### src/rtl/bfa_pkg.sv
// Shared types, codes and defaults for the bitmap frame allocator.
// No dependencies; bfa_ctrl, the top level and the testbench import it, bfa_map_ram does not.
package bfa_pkg;

  localparam int DEF_MAX_FRAMES    = 32768;
  localparam int DEF_PAGE_SHIFT    = 12;
  localparam int DEF_MAP_WORD_BITS = 32;

  localparam int ADDR_W  = 32;
  localparam int PAGES_W = 16;
  localparam int REQ_W   = 2;
  localparam int STAT_W  = 2;
  localparam int CFG_IDX_W = 1;

  localparam logic [REQ_W-1:0] REQ_ALLOC = 2'd0;
  localparam logic [REQ_W-1:0] REQ_FREE  = 2'd1;
  localparam logic [REQ_W-1:0] REQ_CLEAR = 2'd2;

  localparam logic [STAT_W-1:0] ST_OK          = 2'd0;
  localparam logic [STAT_W-1:0] ST_EXHAUSTED   = 2'd1;
  localparam logic [STAT_W-1:0] ST_OUTSIDE     = 2'd2;
  localparam logic [STAT_W-1:0] ST_DOUBLE_FREE = 2'd3;

  localparam logic [CFG_IDX_W-1:0] CFG_POOL_BASE  = 1'b0;
  localparam logic [CFG_IDX_W-1:0] CFG_POOL_PAGES = 1'b1;

  typedef struct packed {
    logic                valid;
    logic [ADDR_W-1:0]   frame_addr;
    logic [STAT_W-1:0]   status;
    logic [PAGES_W-1:0]  free_frames;
  } bfa_res_t;

endpackage

### src/rtl/bfa_ctrl.sv
// Request sequencer: decode, next-fit word scan, free check, reset and clear sweeps.
// Depends on bfa_pkg; drives the bitmap memory ports of bfa_map_ram.
module bfa_ctrl
  import bfa_pkg::*;
#(
  parameter int MAX_FRAMES    = DEF_MAX_FRAMES,
  parameter int PAGE_SHIFT    = DEF_PAGE_SHIFT,
  parameter int MAP_WORD_BITS = DEF_MAP_WORD_BITS,
  parameter int MAP_WORDS     = MAX_FRAMES / MAP_WORD_BITS,
  parameter int AW            = (MAP_WORDS > 1) ? $clog2(MAP_WORDS) : 1
) (
  input  logic                     clk,
  input  logic                     rst_n,
  input  logic                     start_i,
  input  logic [REQ_W-1:0]         req_type_i,
  input  logic [ADDR_W-1:0]        free_addr_i,
  input  logic [ADDR_W-1:0]        pool_base_i,
  input  logic [PAGES_W-1:0]       pool_pages_i,
  output logic                     idle_o,
  input  logic                     res_ready_i,
  output bfa_res_t                 res_o,
  output logic                     map_we_o,
  output logic [AW-1:0]            map_waddr_o,
  output logic [MAP_WORD_BITS-1:0] map_wdata_o,
  output logic                     map_re_o,
  output logic [AW-1:0]            map_raddr_o,
  input  logic [MAP_WORD_BITS-1:0] map_rdata_i
);

  localparam int BW = $clog2(MAP_WORD_BITS);
  localparam int IW = $clog2(MAX_FRAMES);
  localparam int CW = IW + 1;
  localparam int KW = $clog2(MAP_WORDS + 1);
  localparam int XW = ADDR_W - PAGE_SHIFT;
  localparam logic [AW-1:0]            LAST_WORD = AW'(MAP_WORDS - 1);
  localparam logic [BW-1:0]            LAST_BIT  = BW'(MAP_WORD_BITS - 1);
  localparam logic [KW-1:0]            LAST_CNT  = KW'(MAP_WORDS);
  localparam logic [MAP_WORD_BITS-1:0] ONES      = '1;
  localparam logic [PAGES_W:0]         MAXF_EXT  = (PAGES_W + 1)'(MAX_FRAMES);

  typedef enum logic [6:0] {
    S_INIT   = 7'b0000001,
    S_IDLE   = 7'b0000010,
    S_DECODE = 7'b0000100,
    S_SCAN   = 7'b0001000,
    S_FCHK   = 7'b0010000,
    S_CLEAR  = 7'b0100000,
    S_DONE   = 7'b1000000
  } state_t;

  function automatic logic [BW-1:0] lowest_one(input logic [MAP_WORD_BITS-1:0] v);
    logic [BW-1:0] p;
    p = '0;
    for (int j = MAP_WORD_BITS - 1; j >= 0; j--) begin
      if (v[j]) p = BW'(j);
    end
    return p;
  endfunction

  function automatic logic [AW-1:0] word_inc(input logic [AW-1:0] w);
    return (w == LAST_WORD) ? '0 : AW'(w + 1'b1);
  endfunction

  state_t               state_r, state_nxt;
  logic [REQ_W-1:0]     req_r, req_nxt;
  logic [ADDR_W-1:0]    addr_r, addr_nxt;
  logic [AW-1:0]        word_r, word_nxt;
  logic [BW-1:0]        bit_r, bit_nxt;
  logic [KW-1:0]        cnt_r, cnt_nxt;
  logic                 first_r, first_nxt;
  logic [AW-1:0]        nword_r, nword_nxt;
  logic [BW-1:0]        nbit_r, nbit_nxt;
  logic [PAGES_W-1:0]   free_total_r, free_total_nxt;
  logic [CW-1:0]        pool_size_r, pool_size_nxt;
  logic [CW-1:0]        fill_n_r, fill_n_nxt;
  logic [ADDR_W-1:0]    frame_r, frame_nxt;
  logic [STAT_W-1:0]    status_r, status_nxt;

  logic [ADDR_W-1:0]        off;
  logic [XW-1:0]            fidx;
  logic [CW-1:0]            n_sat;
  logic [CW-1:0]            lo;
  logic [CW-1:0]            diff;
  logic [MAP_WORD_BITS-1:0] fill_word;
  logic [MAP_WORD_BITS-1:0] mask;
  logic [MAP_WORD_BITS-1:0] avail;
  logic [BW-1:0]            hit;
  logic [IW-1:0]            flat;

  always_comb begin
    off   = addr_r - pool_base_i;
    fidx  = off[ADDR_W-1:PAGE_SHIFT];
    n_sat = ({1'b0, pool_pages_i} >= MAXF_EXT) ? CW'(MAX_FRAMES) : CW'(pool_pages_i);
    lo    = CW'(word_r) << BW;
    diff  = fill_n_r - lo;
    if (fill_n_r <= lo) begin
      fill_word = ONES;
    end else if (fill_n_r >= lo + CW'(MAP_WORD_BITS)) begin
      fill_word = '0;
    end else begin
      fill_word = ONES << diff[BW-1:0];
    end
    mask  = first_r ? (ONES << nbit_r) : ONES;
    avail = ~map_rdata_i & mask;
    hit   = lowest_one(avail);
    flat  = (IW'(word_r) << BW) | IW'(hit);
  end

  always_comb begin
    state_nxt      = state_r;
    req_nxt        = req_r;
    addr_nxt       = addr_r;
    word_nxt       = word_r;
    bit_nxt        = bit_r;
    cnt_nxt        = cnt_r;
    first_nxt      = first_r;
    nword_nxt      = nword_r;
    nbit_nxt       = nbit_r;
    free_total_nxt = free_total_r;
    pool_size_nxt  = pool_size_r;
    fill_n_nxt     = fill_n_r;
    frame_nxt      = frame_r;
    status_nxt     = status_r;
    map_we_o       = 1'b0;
    map_waddr_o    = word_r;
    map_wdata_o    = fill_word;
    map_re_o       = 1'b0;
    map_raddr_o    = word_r;

    unique case (state_r)
      S_INIT, S_CLEAR: begin
        map_we_o = 1'b1;
        word_nxt = word_inc(word_r);
        if (word_r == LAST_WORD) begin
          state_nxt = (state_r == S_INIT) ? S_IDLE : S_DONE;
        end
      end
      S_IDLE: begin
        if (start_i) begin
          req_nxt   = req_type_i;
          addr_nxt  = free_addr_i;
          state_nxt = S_DECODE;
        end
      end
      S_DECODE: begin
        frame_nxt  = '0;
        status_nxt = ST_OK;
        priority case (req_r)
          REQ_ALLOC: begin
            if (free_total_r == '0) begin
              status_nxt = ST_EXHAUSTED;
              state_nxt  = S_DONE;
            end else begin
              map_re_o    = 1'b1;
              map_raddr_o = nword_r;
              word_nxt    = nword_r;
              cnt_nxt     = '0;
              first_nxt   = 1'b1;
              state_nxt   = S_SCAN;
            end
          end
          REQ_FREE: begin
            if (ADDR_W'(fidx) >= ADDR_W'(pool_size_r)) begin
              status_nxt = ST_OUTSIDE;
              state_nxt  = S_DONE;
            end else begin
              map_re_o    = 1'b1;
              map_raddr_o = AW'(fidx >> BW);
              word_nxt    = AW'(fidx >> BW);
              bit_nxt     = fidx[BW-1:0];
              state_nxt   = S_FCHK;
            end
          end
          REQ_CLEAR: begin
            fill_n_nxt     = n_sat;
            pool_size_nxt  = n_sat;
            free_total_nxt = PAGES_W'(n_sat);
            nword_nxt      = '0;
            nbit_nxt       = '0;
            word_nxt       = '0;
            state_nxt      = S_CLEAR;
          end
          default: begin
            state_nxt = S_DONE;
          end
        endcase
      end
      S_SCAN: begin
        if (avail != '0) begin
          map_we_o       = 1'b1;
          map_wdata_o    = map_rdata_i | (MAP_WORD_BITS'(1) << hit);
          free_total_nxt = free_total_r - 1'b1;
          frame_nxt      = pool_base_i + (ADDR_W'(flat) << PAGE_SHIFT);
          if (hit == LAST_BIT) begin
            nbit_nxt  = '0;
            nword_nxt = word_inc(word_r);
          end else begin
            nbit_nxt  = hit + 1'b1;
            nword_nxt = word_r;
          end
          state_nxt = S_DONE;
        end else if (cnt_r == LAST_CNT) begin
          status_nxt = ST_EXHAUSTED;
          state_nxt  = S_DONE;
        end else begin
          map_re_o    = 1'b1;
          map_raddr_o = word_inc(word_r);
          word_nxt    = word_inc(word_r);
          cnt_nxt     = cnt_r + 1'b1;
          first_nxt   = 1'b0;
        end
      end
      S_FCHK: begin
        if (!map_rdata_i[bit_r]) begin
          status_nxt = ST_DOUBLE_FREE;
        end else begin
          map_we_o       = 1'b1;
          map_wdata_o    = map_rdata_i & ~(MAP_WORD_BITS'(1) << bit_r);
          free_total_nxt = free_total_r + 1'b1;
        end
        state_nxt = S_DONE;
      end
      S_DONE: begin
        if (res_ready_i) begin
          state_nxt = S_IDLE;
        end
      end
      default: begin
        state_nxt = S_IDLE;
      end
    endcase
  end

  always_ff @(posedge clk) begin
    if (!rst_n) begin
      state_r      <= S_INIT;
      word_r       <= '0;
      fill_n_r     <= '0;
      nword_r      <= '0;
      nbit_r       <= '0;
      free_total_r <= '0;
      pool_size_r  <= '0;
      cnt_r        <= '0;
      first_r      <= 1'b0;
    end else begin
      state_r      <= state_nxt;
      word_r       <= word_nxt;
      fill_n_r     <= fill_n_nxt;
      nword_r      <= nword_nxt;
      nbit_r       <= nbit_nxt;
      free_total_r <= free_total_nxt;
      pool_size_r  <= pool_size_nxt;
      cnt_r        <= cnt_nxt;
      first_r      <= first_nxt;
    end
  end

  always_ff @(posedge clk) begin
    req_r    <= req_nxt;
    addr_r   <= addr_nxt;
    bit_r    <= bit_nxt;
    frame_r  <= frame_nxt;
    status_r <= status_nxt;
  end

  assign idle_o            = (state_r == S_IDLE);
  assign res_o.valid       = (state_r == S_DONE);
  assign res_o.frame_addr  = frame_r;
  assign res_o.status      = status_r;
  assign res_o.free_frames = free_total_r;

endmodule

### config.mk
export PLATFORM = sky130hd
export DESIGN_NAME = bfa_ctrl
export DESIGN_NICKNAME = d
export VERILOG_FILES = /design/src/rtl/bfa_pkg.sv /design/src/rtl/bfa_ctrl.sv
export SDC_FILE = /design/constraint.sdc
export NUM_CORES = 1
export LEC_CHECK = 0
export BUFFER_PORTS_ARGS = -buffer_cell sky130_fd_sc_hd__buf_4
export CAP_MARGIN = 20
export CELL_PAD_IN_SITES_DETAIL_PLACEMENT = 2
export CELL_PAD_IN_SITES_GLOBAL_PLACEMENT = 2
export CORE_MARGIN = 3
export CORE_UTILIZATION = 34
export DETAILED_ROUTE_END_ITERATION = 8
export PLACE_DENSITY = 0.89
export SLEW_MARGIN = 15
export SYNTH_ARGS = -nofsm -noshare
export SYNTH_HDL_FRONTEND = slang
export SYNTH_SLANG_ARGS = --single-unit
export TNS_END_PERCENT = 1
### constraint.sdc
create_clock -name clk -period 6.55 [get_ports clk]
set_input_delay 0.655 -clock clk [delete_from_list [all_inputs] [get_ports clk]]
set_output_delay 0.655 -clock clk [all_outputs]
set_load 0.02 [all_outputs]
Yosys cells after proc, flatten, opt, wreduce, memory -nomap -nowiden
Cells that the tools add are included.
W data, S select, Z words.

storage, ports and cells
  bits in registers = 149
  output and inout bits = 106
  logic and storage cells = 181

operators by class
  bitwise logic cells = 7
  shifts and indexed selects = 4
  order comparisons = 5
  equality and inequality tests = 26
  add/sub/neg operators = 9
  multiplexer cells = 100
  reductions and logical operators = 17

operator list
  cell                     number
  $mux W32                 6
  $mux W5                  35
  $pmux W32 S2             2
  $mux W10                 8
  $and A32 B32 Y32         2
  $mux W16                 4
  $not A32 Y32             2
  $shl A1 B5 Y32 const A   2
  $shl A32 B5 Y32 const A  2
  $pmux W10 S2             3
  $pmux W10 S3             2
  $mux W7                  8
  $pmux W16 S3             1
  $mux W11                 4
  $pmux W7 S6              1
  $add A32 B27 Y32         1
  $or A32 B32 Y32          1
  $reduce_bool A32 Y1      1
  $sub A32 B32 Y32         1
  $pmux W11 S2             1
  $pmux W7 S3              1
  $ge A20 B16 Y1           1
  $ne A2 B2 Y1 const B     10
  $add A15 B6 Y16 const B  1
  other kinds (44)         68

Depth between registers and ports, before layout
Gate-level depths: netlist of run 1.

  depth in word-level cells = 39
  gate-level depth with buffers = 26
  depth with buffers taken out = 24

Worst setup path before layout of run 1
No wires, ideal clock.

  path kind = input port to output port
  from = in pool_base_i[5]
  to = out map_raddr_o[6]
  data arrival time = 4.690 ns
  data required time = 5.895 ns
  path buffers = 0
  setup slack = 1.205 ns
  cell stages on the path = 21
  path through = inv_1 -> ha_1 -> and3_1 -> or4_1 -> a211oi_1 -> o21bai_1 -> nor2_1 -> nor2_1 -> a31oi_1 -> xnor2_1 -> ha_1 -> a21o_1 -> a21oi_1 -> o21ai_0 -> a21oi_1 -> a21oi_1 -> a2111oi_4 -> nand2_4 -> mux2_2 -> nand2_1 -> o21ai_0

between the ends
  word-level cells in the longest chain between the ends = 5

RTL lines
  item                line             RTL
  start: declaration  bfa_ctrl.sv:17   input logic [ADDR_W-1:0] pool_base_i,
  $sub A32 B32 Y32 *  bfa_ctrl.sv:91   off = addr_r - pool_base_i;
  $ge A20 B16 Y1      bfa_ctrl.sv:163  if (ADDR_W'(fidx) >= ADDR_W'(pool_size_r)) begin
  $mux W10 *          bfa_ctrl.sv:163
  $pmux W10 S2 *      bfa_ctrl.sv:148  priority case (req_r)
  $pmux W10 S2 *      bfa_ctrl.sv:130  unique case (state_r)
  end: declaration    bfa_ctrl.sv:26   output logic [AW-1:0] map_raddr_o,

Every way passes the cells marked *; elsewhere a longest branch is shown, timed or not.

Worst setup path in the final report of run 1
  from = reg addr_r[5]
  to = out map_raddr_o[7]

between the ends
  word-level cells in the longest chain between the ends = 5

RTL lines
  item                      line             RTL
  start: declaration        bfa_ctrl.sv:66   logic [ADDR_W-1:0] addr_r, addr_nxt;
  start signal: assignment  bfa_ctrl.sv:260  addr_r <= addr_nxt;
  $sub A32 B32 Y32 *        bfa_ctrl.sv:91
  $ge A20 B16 Y1            bfa_ctrl.sv:163
  $mux W10 *                bfa_ctrl.sv:163
  $pmux W10 S2 *            bfa_ctrl.sv:148
  $pmux W10 S2 *            bfa_ctrl.sv:130

Marked as above.

==> results of run 1 <==
==> metal layers <==
layer	global-route usage	wire length, um
met5	0	0
met4	0.123	2510
met3	0.0460	3040
met1	0.367	25500
met2	0.523	31200
==> power by group through the flow <==
stage	Combinational [uW]	Sequential (uW)	Clock (uW)
2_1_floorplan	576	1050	0
3_3_place_gp	947	1050	0
3_5_place_dp	999	1050	0
4_1_cts	1010	1030	1070
5_1_grt	1110	1030	1110
6_report	1030	1030	1050
==> Yosys cell counts (7+ instances only) <==
master    instances  area (um2)
a211oi_1         25         188
xor2_1           22         193
o221ai_1          8        70.1
mux2i_1          13         130
nor4_1           17         106
dfxtp_1          76        1520
o21ai_0          92         460
ha_1            111        1390
nor3b_1          19         143
clkbuf_1         60         225
o21bai_1         10        75.1
buf_2            15        75.1
edfxtp_1         73        2190
nand3b_1          8        60.1
nand3_1          40         200
nand2b_1         30         188
a31oi_1          21         131
a21o_1           34         255
inv_1            90         338
nand2_1         135         507
a22oi_1          13        97.6
mux4_2           10         225
o22ai_1          12        75.1
nand4_1          12        75.1
nor3_1           45         225
o21a_1           16         120
xnor2_1          40         350
o211ai_1          7        52.6
a21oi_1         199         996
or3_1            10        62.6
and2_1           22         138
or2_2             9        56.3
and3_1           16         100
nor2b_1          17         106
nor2_1          175         657
o21ai_1          12        60.1
==> worst max-delay path: cells and delay by family, from the launching register on <==
kind | cells | cell delay [ps]
compound gates | 10 | 2120
simple gates | 6 | 1280
fa+ha+maj | 2 | 660
flops | 1 | 390
mux | 1 | 260
xor+xnor | 1 | 240
buf+inv | 1 | 200
==> worst paths after layout <==
check | start | endpoint | slack, ps | cells past startpoint
worst min-delay path | free_addr_i[25] | addr_r[25]$_DFFE_PP_ | 360 | 1
worst min register to register | nword_r[3]$_SDFFE_PN0P_ | nword_r[3]$_SDFFE_PN0P_ | 500 | 2
worst max-delay path | addr_r[5]$_DFFE_PP_ | map_raddr_o[7] | 290 | 21
worst max register to register | nbit_r[1]$_SDFFE_PN0P_ | frame_r[31]$_SDFFCE_PN0P_ | 520 | 24
==> metrics by stage <==
stage / hold slack, ps / total power, uW / cells / instance area (um2)
floorplan: 454 / 1630 / 1653 / 13200
global placement: 471 / 1990 / 2329 / 15300
detailed placement: 486 / 2050 / 2329 / 15300
CTS: 331 / 3120 / 2361 / 16000
global route: 343 / 3250 / 2362 / 16000
finish: 364 / 3110 / 2362 / 16000
==> area by class of cell <==
type | count | area (um2)
tap | 511 | 639
timing repair buffer | 254 | 1910
sequential | 149 | 3710
clock buffer | 23 | 531
multi-input combinational | 1324 | 8760
inverter | 92 | 345
fill | 4344 | 21900
clock inverter | 9 | 83.8
==> repair_timing <==
action,CTS,global route
gates resized for setup,1,5
cloned,0,0
setup endpoints to repair,1,12
pin swaps,0,1
==> cell usage in the layout (no fill, tap or decap), drive strengths merged, types with 30 or more instances in the layout <==
| master | netlist | layout |
|---|---|---|
| nand3 | 42 | 42 |
| dfxtp | 76 | 76 |
| edfxtp | 73 | 73 |
| inv | 91 | 95 |
| nand2 | 140 | 140 |
| ha | 111 | 111 |
| buf | 28 | 254 |
| a21oi | 199 | 199 |
| xnor2 | 40 | 40 |
| nor2 | 176 | 176 |
| nor3 | 47 | 47 |
| a21o | 34 | 34 |
| nand2b | 30 | 30 |
| o21ai | 105 | 105 |
==> cell families after synthesis <==
kind of cell	after synthesis	share of synthesized area
buf+inv	180	0.0556
simple gates	586	0.222
flops	149	0.282
fa+ha+maj	113	0.109
xor+xnor	62	0.0412
compound gates	531	0.255
mux	32	0.0358
==> registers in the layout, indices dropped and copies added (netlist names) <==
signal and flops:
first_r 1, map_waddr_o 10, req_r 2, fill_n_r 16, cnt_r 11, frame_r 32
addr_r 32, nbit_r 5, status_r 2, bit_r 5, free_total_r 16, nword_r 10
state_r 7
==> summary.txt, run 1 <==
Outcome
  • Status: finished clean

Worst setup path
  • Most used cell, CP: a21oi_1
  • Worst-path cell chain: ha_1, and3_1, or4_1, a211oi_2, o21bai_1, nor2_1, nor2_1, a31oi_1, xnor2_1, ha_1, a21o_1, a21oi_1, o21ai_0, a21oi_1, a21oi_1, a2111oi_4, nand2_4, mux2_4, nand3_1, a32oi_1, buf_4
  • CP max FO: 14
  • Max stage delay on crit path: approximately 480 ps
  • Startpoint type of the worst setup path: flip-flop
  • Critical path required time: 5890 ps
  • Crit path kind: flip-flop to output port
  • Crit path arrival time: 5600 ps
  • Worst path slowest cell: or4_1
  • Worst Setup End Kind: output port

STA
  • RSZ-0062 raised after global routing: true
  • Max Fclk: 160 MHz
  • Final Cycle Share: 0.956
  • Final WS setup: approximately 290 ps
  • Final slew viol count: 0
  • Slew margin rel.: 0.282
  • Setup TNS: 0 ps
  • Final min period: 6260 ps
  • Final hold vios: 0
  • Clk_skew: about 16 ps
  • Final setup viols: 0
  • Worst slew pin tran: approximately 1100 ps

GRT
  • Largest net degree at the start of global routing: 54
  • First-pass GRT wire length: 95.4 mm
  • Initial antenna violation count: 0
  • Vias in the first global route: 15,500
  • GRT Util Overall: 0.299
  • GRT overflow: 0

Route
  • DR pass1 iterations: 5
  • Vias per Instance: 6.02
  • Wire length per cell: 26.3 um
  • Final ANT Viol Nets: 0
  • DR vias: 14,200
  • DRT iter0 DRCs: 995
  • DRC: 0
  • Total wire length: around 62 mm

Synthesis
  • Synthesized netlist cell count: 1,653
  • Synthesized net count: roughly 1,900
  • EDFF count, synth: 73
  • Main synth FF type: dfxtp_1
  • YS warnings: 0
  • Post-synthesis cell area: between 0.01 and 0.015 mm2
  • Syn avg cell area: between 7 and 8 um2
  • FF+latch count, synth: around 150
  • Asr flop ratio synth: 0
  • Yosys cell types: 97
  • Sequential area share after synthesis: 0.282

Run
  • MaxCap Viol Count: 0

Power and ir drop
  • Sequential share of power: 0.332
  • Switching Share: 0.358
  • Internal power: roughly 2000 uW
  • Clock share of power: 0.338
  • Pwr/cell area: 195 mW/mm2
  • Psw: 1120 uW
  • Worst VDD drop: 0.180 mV
  • Static Leak: 0.00648 uW
  • Comb power frac: 0.330

Finish
  • Final Util: 0.421
  • Nets: between 2,000 and 2,500
  • Area growth from synthesis to layout: 21.4%
  • Layout cell share with drive strength beyond 1: 0.193
  • Antenna cell count: 0

Clocking
  • Post-CTS Setup Bufs: 0
  • Hold buffers post-CTS: 0
  • CTS tree: yes
  • Clock-pin slew of the registers on the worst-case setup and hold paths: 70 ps
  • Root buf cell: clkbuf_16
  • Cts bufs inserted: 17
  • Longest Clk Path Bufs: 2
  • Worst-Skew Late Latency: 460 ps
  • CTS H-tree lvls: 4
  • Clock sink total: 149

Floorplan
  • Initial Utilization: 0.347
  • DIE AREA: 0.0411 mm2
  • Cell row count: between 70 and 80
  • I/O pin total: 224
  • Die Wd: 203 um
  • Die Ht: slightly above 200 um
  • Core Region: 0.0379 mm2

Placement
  • Final HPWL DP: 48.3 mm
  • RD Place Congestion: 0.914
  • Pre-CTS setup slack: about 150 ps
  • Number of port buffers: 223

Hold path
  • Worst Hold Class: input port to flip-flop
(Power assumes the default switching activity.)
==> inputs of run 2 (changes only) <==
CAP_MARGIN = not set   (was 20)
CORE_UTILIZATION = 36   (was 34)
PLACE_DENSITY = 0.83   (was 0.89)
clock period = 7.9 ns   (was 6.55 ns; I/O delays follow)
==> summary.txt, run 2 (synthesized netlist as in run 1, its figures left out) <==
Outcome
  • Status: finished clean

Clocking
  • Longest Clk Path Bufs: 2
  • Worst-Skew Late Latency: 470 ps
  • CTS-repair resized insts: 0
  • CTS tree: yes
  • Post-CTS Setup Bufs: 0
  • Clock-pin slew of the registers on the worst-case setup and hold paths: 60 ps
  • CTS H-tree lvls: 4
  • Hold buffers post-CTS: 0
  • Root buf cell: clkbuf_16
  • Cts bufs inserted: 17
  • Clock sink total: 149

GRT
  • First-pass GRT wire length: 94.1 mm
  • Initial antenna violation count: 0
  • GRT overflow: 0
  • Largest net degree at the start of global routing: 52
  • Vias in the first global route: 15,500
  • GRT Util Overall: 0.312

Route
  • DRC: 0
  • Final ANT Viol Nets: 0
  • Total wire length: slightly above 60 mm
  • DR pass1 iterations: 5
  • Wire length per cell: 26.7 um
  • Vias per Instance: roughly 6
  • DR vias: 14,200
  • DRT iter0 DRCs: 1,009

Floorplan
  • I/O pin total: 224
  • DIE AREA: 0.0389 mm2
  • Die Wd: 197 um
  • Die Ht: around 200 um
  • Initial Utilization: 0.367
  • Core Region: 0.0358 mm2
  • Cell row count: 69

STA
  • Worst hold slack: 496 ps
  • Setup TNS: 0 ps
  • Final Cycle Share: 0.880
  • Final hold vios: 0
  • Final slew viol count: 0
  • Max Fclk: between 100 and 150 MHz
  • Final setup viols: 0
  • Worst slew pin tran: 1100 ps
  • Final min period: 6950 ps
  • RSZ-0062 raised after global routing: false
  • Slew margin rel.: 0.264
  • Clk_skew: roughly 15 ps

Finish
  • Biggest regs: addr_r: 32 flops, frame_r: 32 flops
  • Final Util: 0.442
  • Antenna cell count: 0
  • Commonest non-fill, non-tap cell in the layout: buf_4
  • Most frequent cells in the layout: buf_4, a21oi_1, nor2_1
  • Nets: 2,059
  • Layout cell share with drive strength beyond 1: 0.186
  • Non-Filler Instances: 2,302
  • Area growth from synthesis to layout: 20.3%

Worst setup path
  • Crit path kind: input port to output port
  • Worst Setup End Kind: output port
  • Launching point of the worst reg2reg path: first_r$_SDFFE_PN0P_
  • Startpoint type of the worst setup path: input port
  • Crit path launch: pool_base_i[5]
  • Crit path arrival time: about 6000 ps
  • Critical path required time: 7110 ps
  • CP max FO: 14

Run
  • MaxCap Viol Count: 0

Placement
  • DP Cell Count: 2,270
  • Number of port buffers: 223
  • RD Place Congestion: 0.933
  • Final HPWL DP: 46.9 mm

Power and ir drop
  • Worst VDD drop: 0.160 mV
  • Static Leak: between 0.006 and 0.007 uW
  • Pwr/cell area: ~170 mW/mm2

Hold path
  • HP Start: fill_n_r[5]$_SDFFE_PN0P_
  • Worst Hold Class: flip-flop to flip-flop
-- run 2: cell types whose count changed in the layout (fill, tap and decap cells not counted), sizes merged --
| cell | before | now |
|---|---|---|
| clkbuf | 23 | 21 |
| clkinv | 5 | 4 |
| inv | 95 | 97 |
| bufinv | 1 | 2 |
| buf | 254 | 244 |
-- run 2: power by group --
group          internal, uW  total (uW)  switching [uW]
Combinational           317         859             543
Sequential              828         855            26.4
Clock                   518         911             393
Total                  1660        2620             962
-- run 2: per-layer routing --
| layer | global-route usage | share of wire | vias up | wire length, um |
|---|---|---|---|---|
| met3 | 0.0442 | 0.051 | 123 | 3110 |
| met1 | 0.398 | 0.42 | 7170 | 25900 |
| met2 | 0.541 | 0.49 | 490 | 30400 |
| met4 | 0.110 | 0.033 | 0 | 2030 |
| met5 | 0 | 0 | - | 0 |
| li1 | - | - | 6398 | - |
-- run 2: final timing paths --
kind / slack (ps) / to / depth (start not counted)
setup / recovery: 950 / map_raddr_o[7] / 22
hold / removal: 500 / fill_n_r[5]$_SDFFE_PN0P_ / 2
setup reg to reg: 1660 / frame_r[26]$_SDFFCE_PN0P_ / 24
hold reg to reg: 500 / fill_n_r[5]$_SDFFE_PN0P_ / 2
-- run 2: layout make-up --
type / instances / area, um2
sequential: 149 / 3710
tap: 461 / 577
multi-input combinational: 1324 / 8750
fill: 4159 / 20000
clock buffer: 21 / 493
timing repair buffer: 244 / 1830
clock inverter: 11 / 134
inverter: 92 / 345
-- run 2: stage by stage --
step                total power (uW)  instance area, um2  setup WS [ps]
floorplan                       1350               13200           2290
global placement                1670               15200           1610
detailed placement              1700               15200           1280
CTS                             2630               15800           1120
global route                    2740               15800            762
finish                          2620               15800            950
-- run 2: worst max-delay path: stages --
cell and delay (ps):
buf_4 80, inv_1 50, ha_1 340, and3_1 200, or4_1 480, a211oi_1 510, nor2_1 250, o211ai_1 340
nand2_1 160, a21oi_1 240, xnor2_1 250, ha_1 330, a21oi_1 160, o21ai_0 120, a21oi_1 130, a21oi_1 120
a2111oi_4 530, nand2_4 280, mux2_4 270, nand3_1 80, a32oi_1 250, buf_4 190
==> inputs of run 3 (changes only) <==
CTS_BUF_LIST = sky130_fd_sc_hd__clkbuf_8 sky130_fd_sc_hd__clkbuf_16   (was not set)
==> summary.txt, run 3 (synthesized netlist as in run 1, its figures left out) <==
Outcome
  • Status: finished clean

Run
  • MaxCap Viol Count: 0

Floorplan
  • Core Region: between 0.03 and 0.04 mm2
  • I/O pin total: 224
  • Die Wd: 197 um
  • Cell row count: 69
  • DIE AREA: 0.0389 mm2
  • Die Ht: 197 um
  • Initial Utilization: 0.367

Clocking
  • Hold buffers post-CTS: 0
  • Longest Clk Path Bufs: 2
  • CTS tree: yes
  • CTS H-tree lvls: 4
  • Root buf cell: clkbuf_16
  • Post-CTS Setup Bufs: 0
  • Worst-Skew Late Latency: around 470 ps
  • CTS-repair resized insts: 0
  • Clock-pin slew of the registers on the worst-case setup and hold paths: 60 ps
  • Cts bufs inserted: 17
  • Clock sink total: 149

STA
  • Final Cycle Share: 0.880
  • Setup TNS: 0 ps
  • Worst slew pin tran: approximately 1100 ps
  • Final hold vios: 0
  • Max Fclk: 144 MHz
  • Final setup viols: 0
  • Final WS setup: ~950 ps
  • Final min period: 6950 ps
  • Final slew viol count: 0
  • Clk_skew: ~15 ps
  • Slew margin rel.: 0.264
  • RSZ-0062 raised after global routing: false

Finish
  • Layout cell share with drive strength beyond 1: 0.186
  • Final Util: 0.442
  • Most frequent cells in the layout: buf_4, a21oi_1, nor2_1
  • Nets: 2,059
  • Commonest non-fill, non-tap cell in the layout: buf_4
  • Antenna cell count: 0
  • Biggest regs: addr_r: 32 flops, frame_r: 32 flops
  • Area growth from synthesis to layout: 20.3%
  • # fillers: between 4,000 and 5,000

Power and ir drop
  • Pwr/cell area: between 150 and 200 mW/mm2
  • Static Leak: between 0.006 and 0.007 uW
  • Worst VDD drop: 0.160 mV

Worst setup path
  • Critical path required time: 7110 ps
  • Crit path arrival time: roughly 6200 ps
  • Crit path kind: input port to output port
  • Launching point of the worst reg2reg path: first_r$_SDFFE_PN0P_
  • R2R depth: 24
  • Reg-to-reg critical path endpoint: frame_r[26]$_SDFFCE_PN0P_
  • Most used cell, CP: a21oi_1
  • Worst-path cell chain: buf_4, inv_1, ha_1, and3_1, or4_1, a211oi_1, nor2_1, o211ai_1, nand2_1, a21oi_1, xnor2_1, ha_1, a21oi_1, o21ai_0, a21oi_1, a21oi_1, a2111oi_4, nand2_4, mux2_4, nand3_1, a32oi_1, buf_4
  • Worst path slowest cell: a2111oi_4
  • Worst reg2reg setup slack: ~1700 ps
  • CP max FO: 14
  • Worst Setup End Kind: output port
  • Startpoint type of the worst setup path: input port
  • Max stage delay on crit path: 530 ps

Route
  • Wire length per cell: 26.7 um
  • DR pass1 iterations: 5
  • DRC: 0
  • DRT iter0 DRCs: 1,009
  • Final ANT Viol Nets: 0
  • Vias per Instance: 6.16
  • Total wire length: 61.4 mm
  • DR vias: 14,200

Placement
  • Pre-CTS setup slack: 1280 ps
  • Final HPWL DP: 46.9 mm
  • Number of port buffers: about 220
  • RD Place Congestion: between 0.9 and 1

Hold path
  • HP Start: fill_n_r[5]$_SDFFE_PN0P_
  • Worst Hold Class: flip-flop to flip-flop
  • WHS Endpoint: fill_n_r[5]$_SDFFE_PN0P_
  • Hold depth: 2

GRT
  • GRT Util Overall: 0.312
  • Largest net degree at the start of global routing: 52
  • GRT overflow: 0
  • Vias in the first global route: 15,500
  • First-pass GRT wire length: 94.1 mm
  • Initial antenna violation count: 0
-- run 3: changes by cell type in the layout (fill, tap and decap cells not counted) --
cell / change
inv_1: +1
clkbuf_1: -1
-- run 3: area by class of cell --
| cell class | count | area, um2 | area share |
|---|---|---|---|
| Multi-Input combinational cell | 1324 | 8750 | 0.552 |
| Clock inverter | 12 | 138 | 0.00869 |
| Timing Repair Buffer | 244 | 1830 | 0.116 |
| Inverter | 92 | 345 | 0.0218 |
| Clock buffer | 20 | 489 | 0.0309 |
| Sequential cell | 149 | 3710 | 0.234 |
| Tap cell | 461 | 577 | 0.0364 |
-- run 3: worst max path at each step --
stage / startpoint / to / slack (ps) / cells after the start
2_1_floorplan: pool_base_i[5] / map_raddr_o[6] / 2290 / 21
3_3_place_gp: pool_base_i[5] / map_raddr_o[5] / 1610 / 23
3_5_place_dp: pool_base_i[5] / map_raddr_o[7] / 1280 / 22
4_1_cts: pool_base_i[5] / map_raddr_o[7] / 1120 / 22
5_1_grt: pool_base_i[5] / map_raddr_o[0] / 760 / 22
6_report: pool_base_i[5] / map_raddr_o[7] / 950 / 22
-- run 3: worst max-delay path, delay by kind of cell --
kind / cells / cell delay [ps]
adder cells (fa/ha/maj): 2 / 670
XOR/XNOR: 1 / 250
multiplexers: 1 / 270
AND/OR/NAND/NOR: 6 / 1450
AO/OA/AOI/OAI: 9 / 2400
buffers and inverters: 3 / 320
-- run 3: routing by layer --
metal	part of all wire	global-route usage
met5	0	0
met1	0.42	0.398
met4	0.033	0.110
met2	0.49	0.541
met3	0.051	0.0442
-- run 3: stage by stage --
stage	instance area, um2	std cells	total power (uW)	hold WS, ps
after floorplan	13200	1653	1350	454
after global placement	15200	2270	1670	470
after detailed placement	15200	2270	1700	485
after CTS	15800	2302	2630	477
after global routing	15800	2302	2740	485
final	15800	2302	2620	496
-- run 3: power by group --
part	internal, uW	switching (uW)	total (uW)
clock network	517	393	910
registers	828	26.4	855
logic	317	543	859
total	1660	962	2620
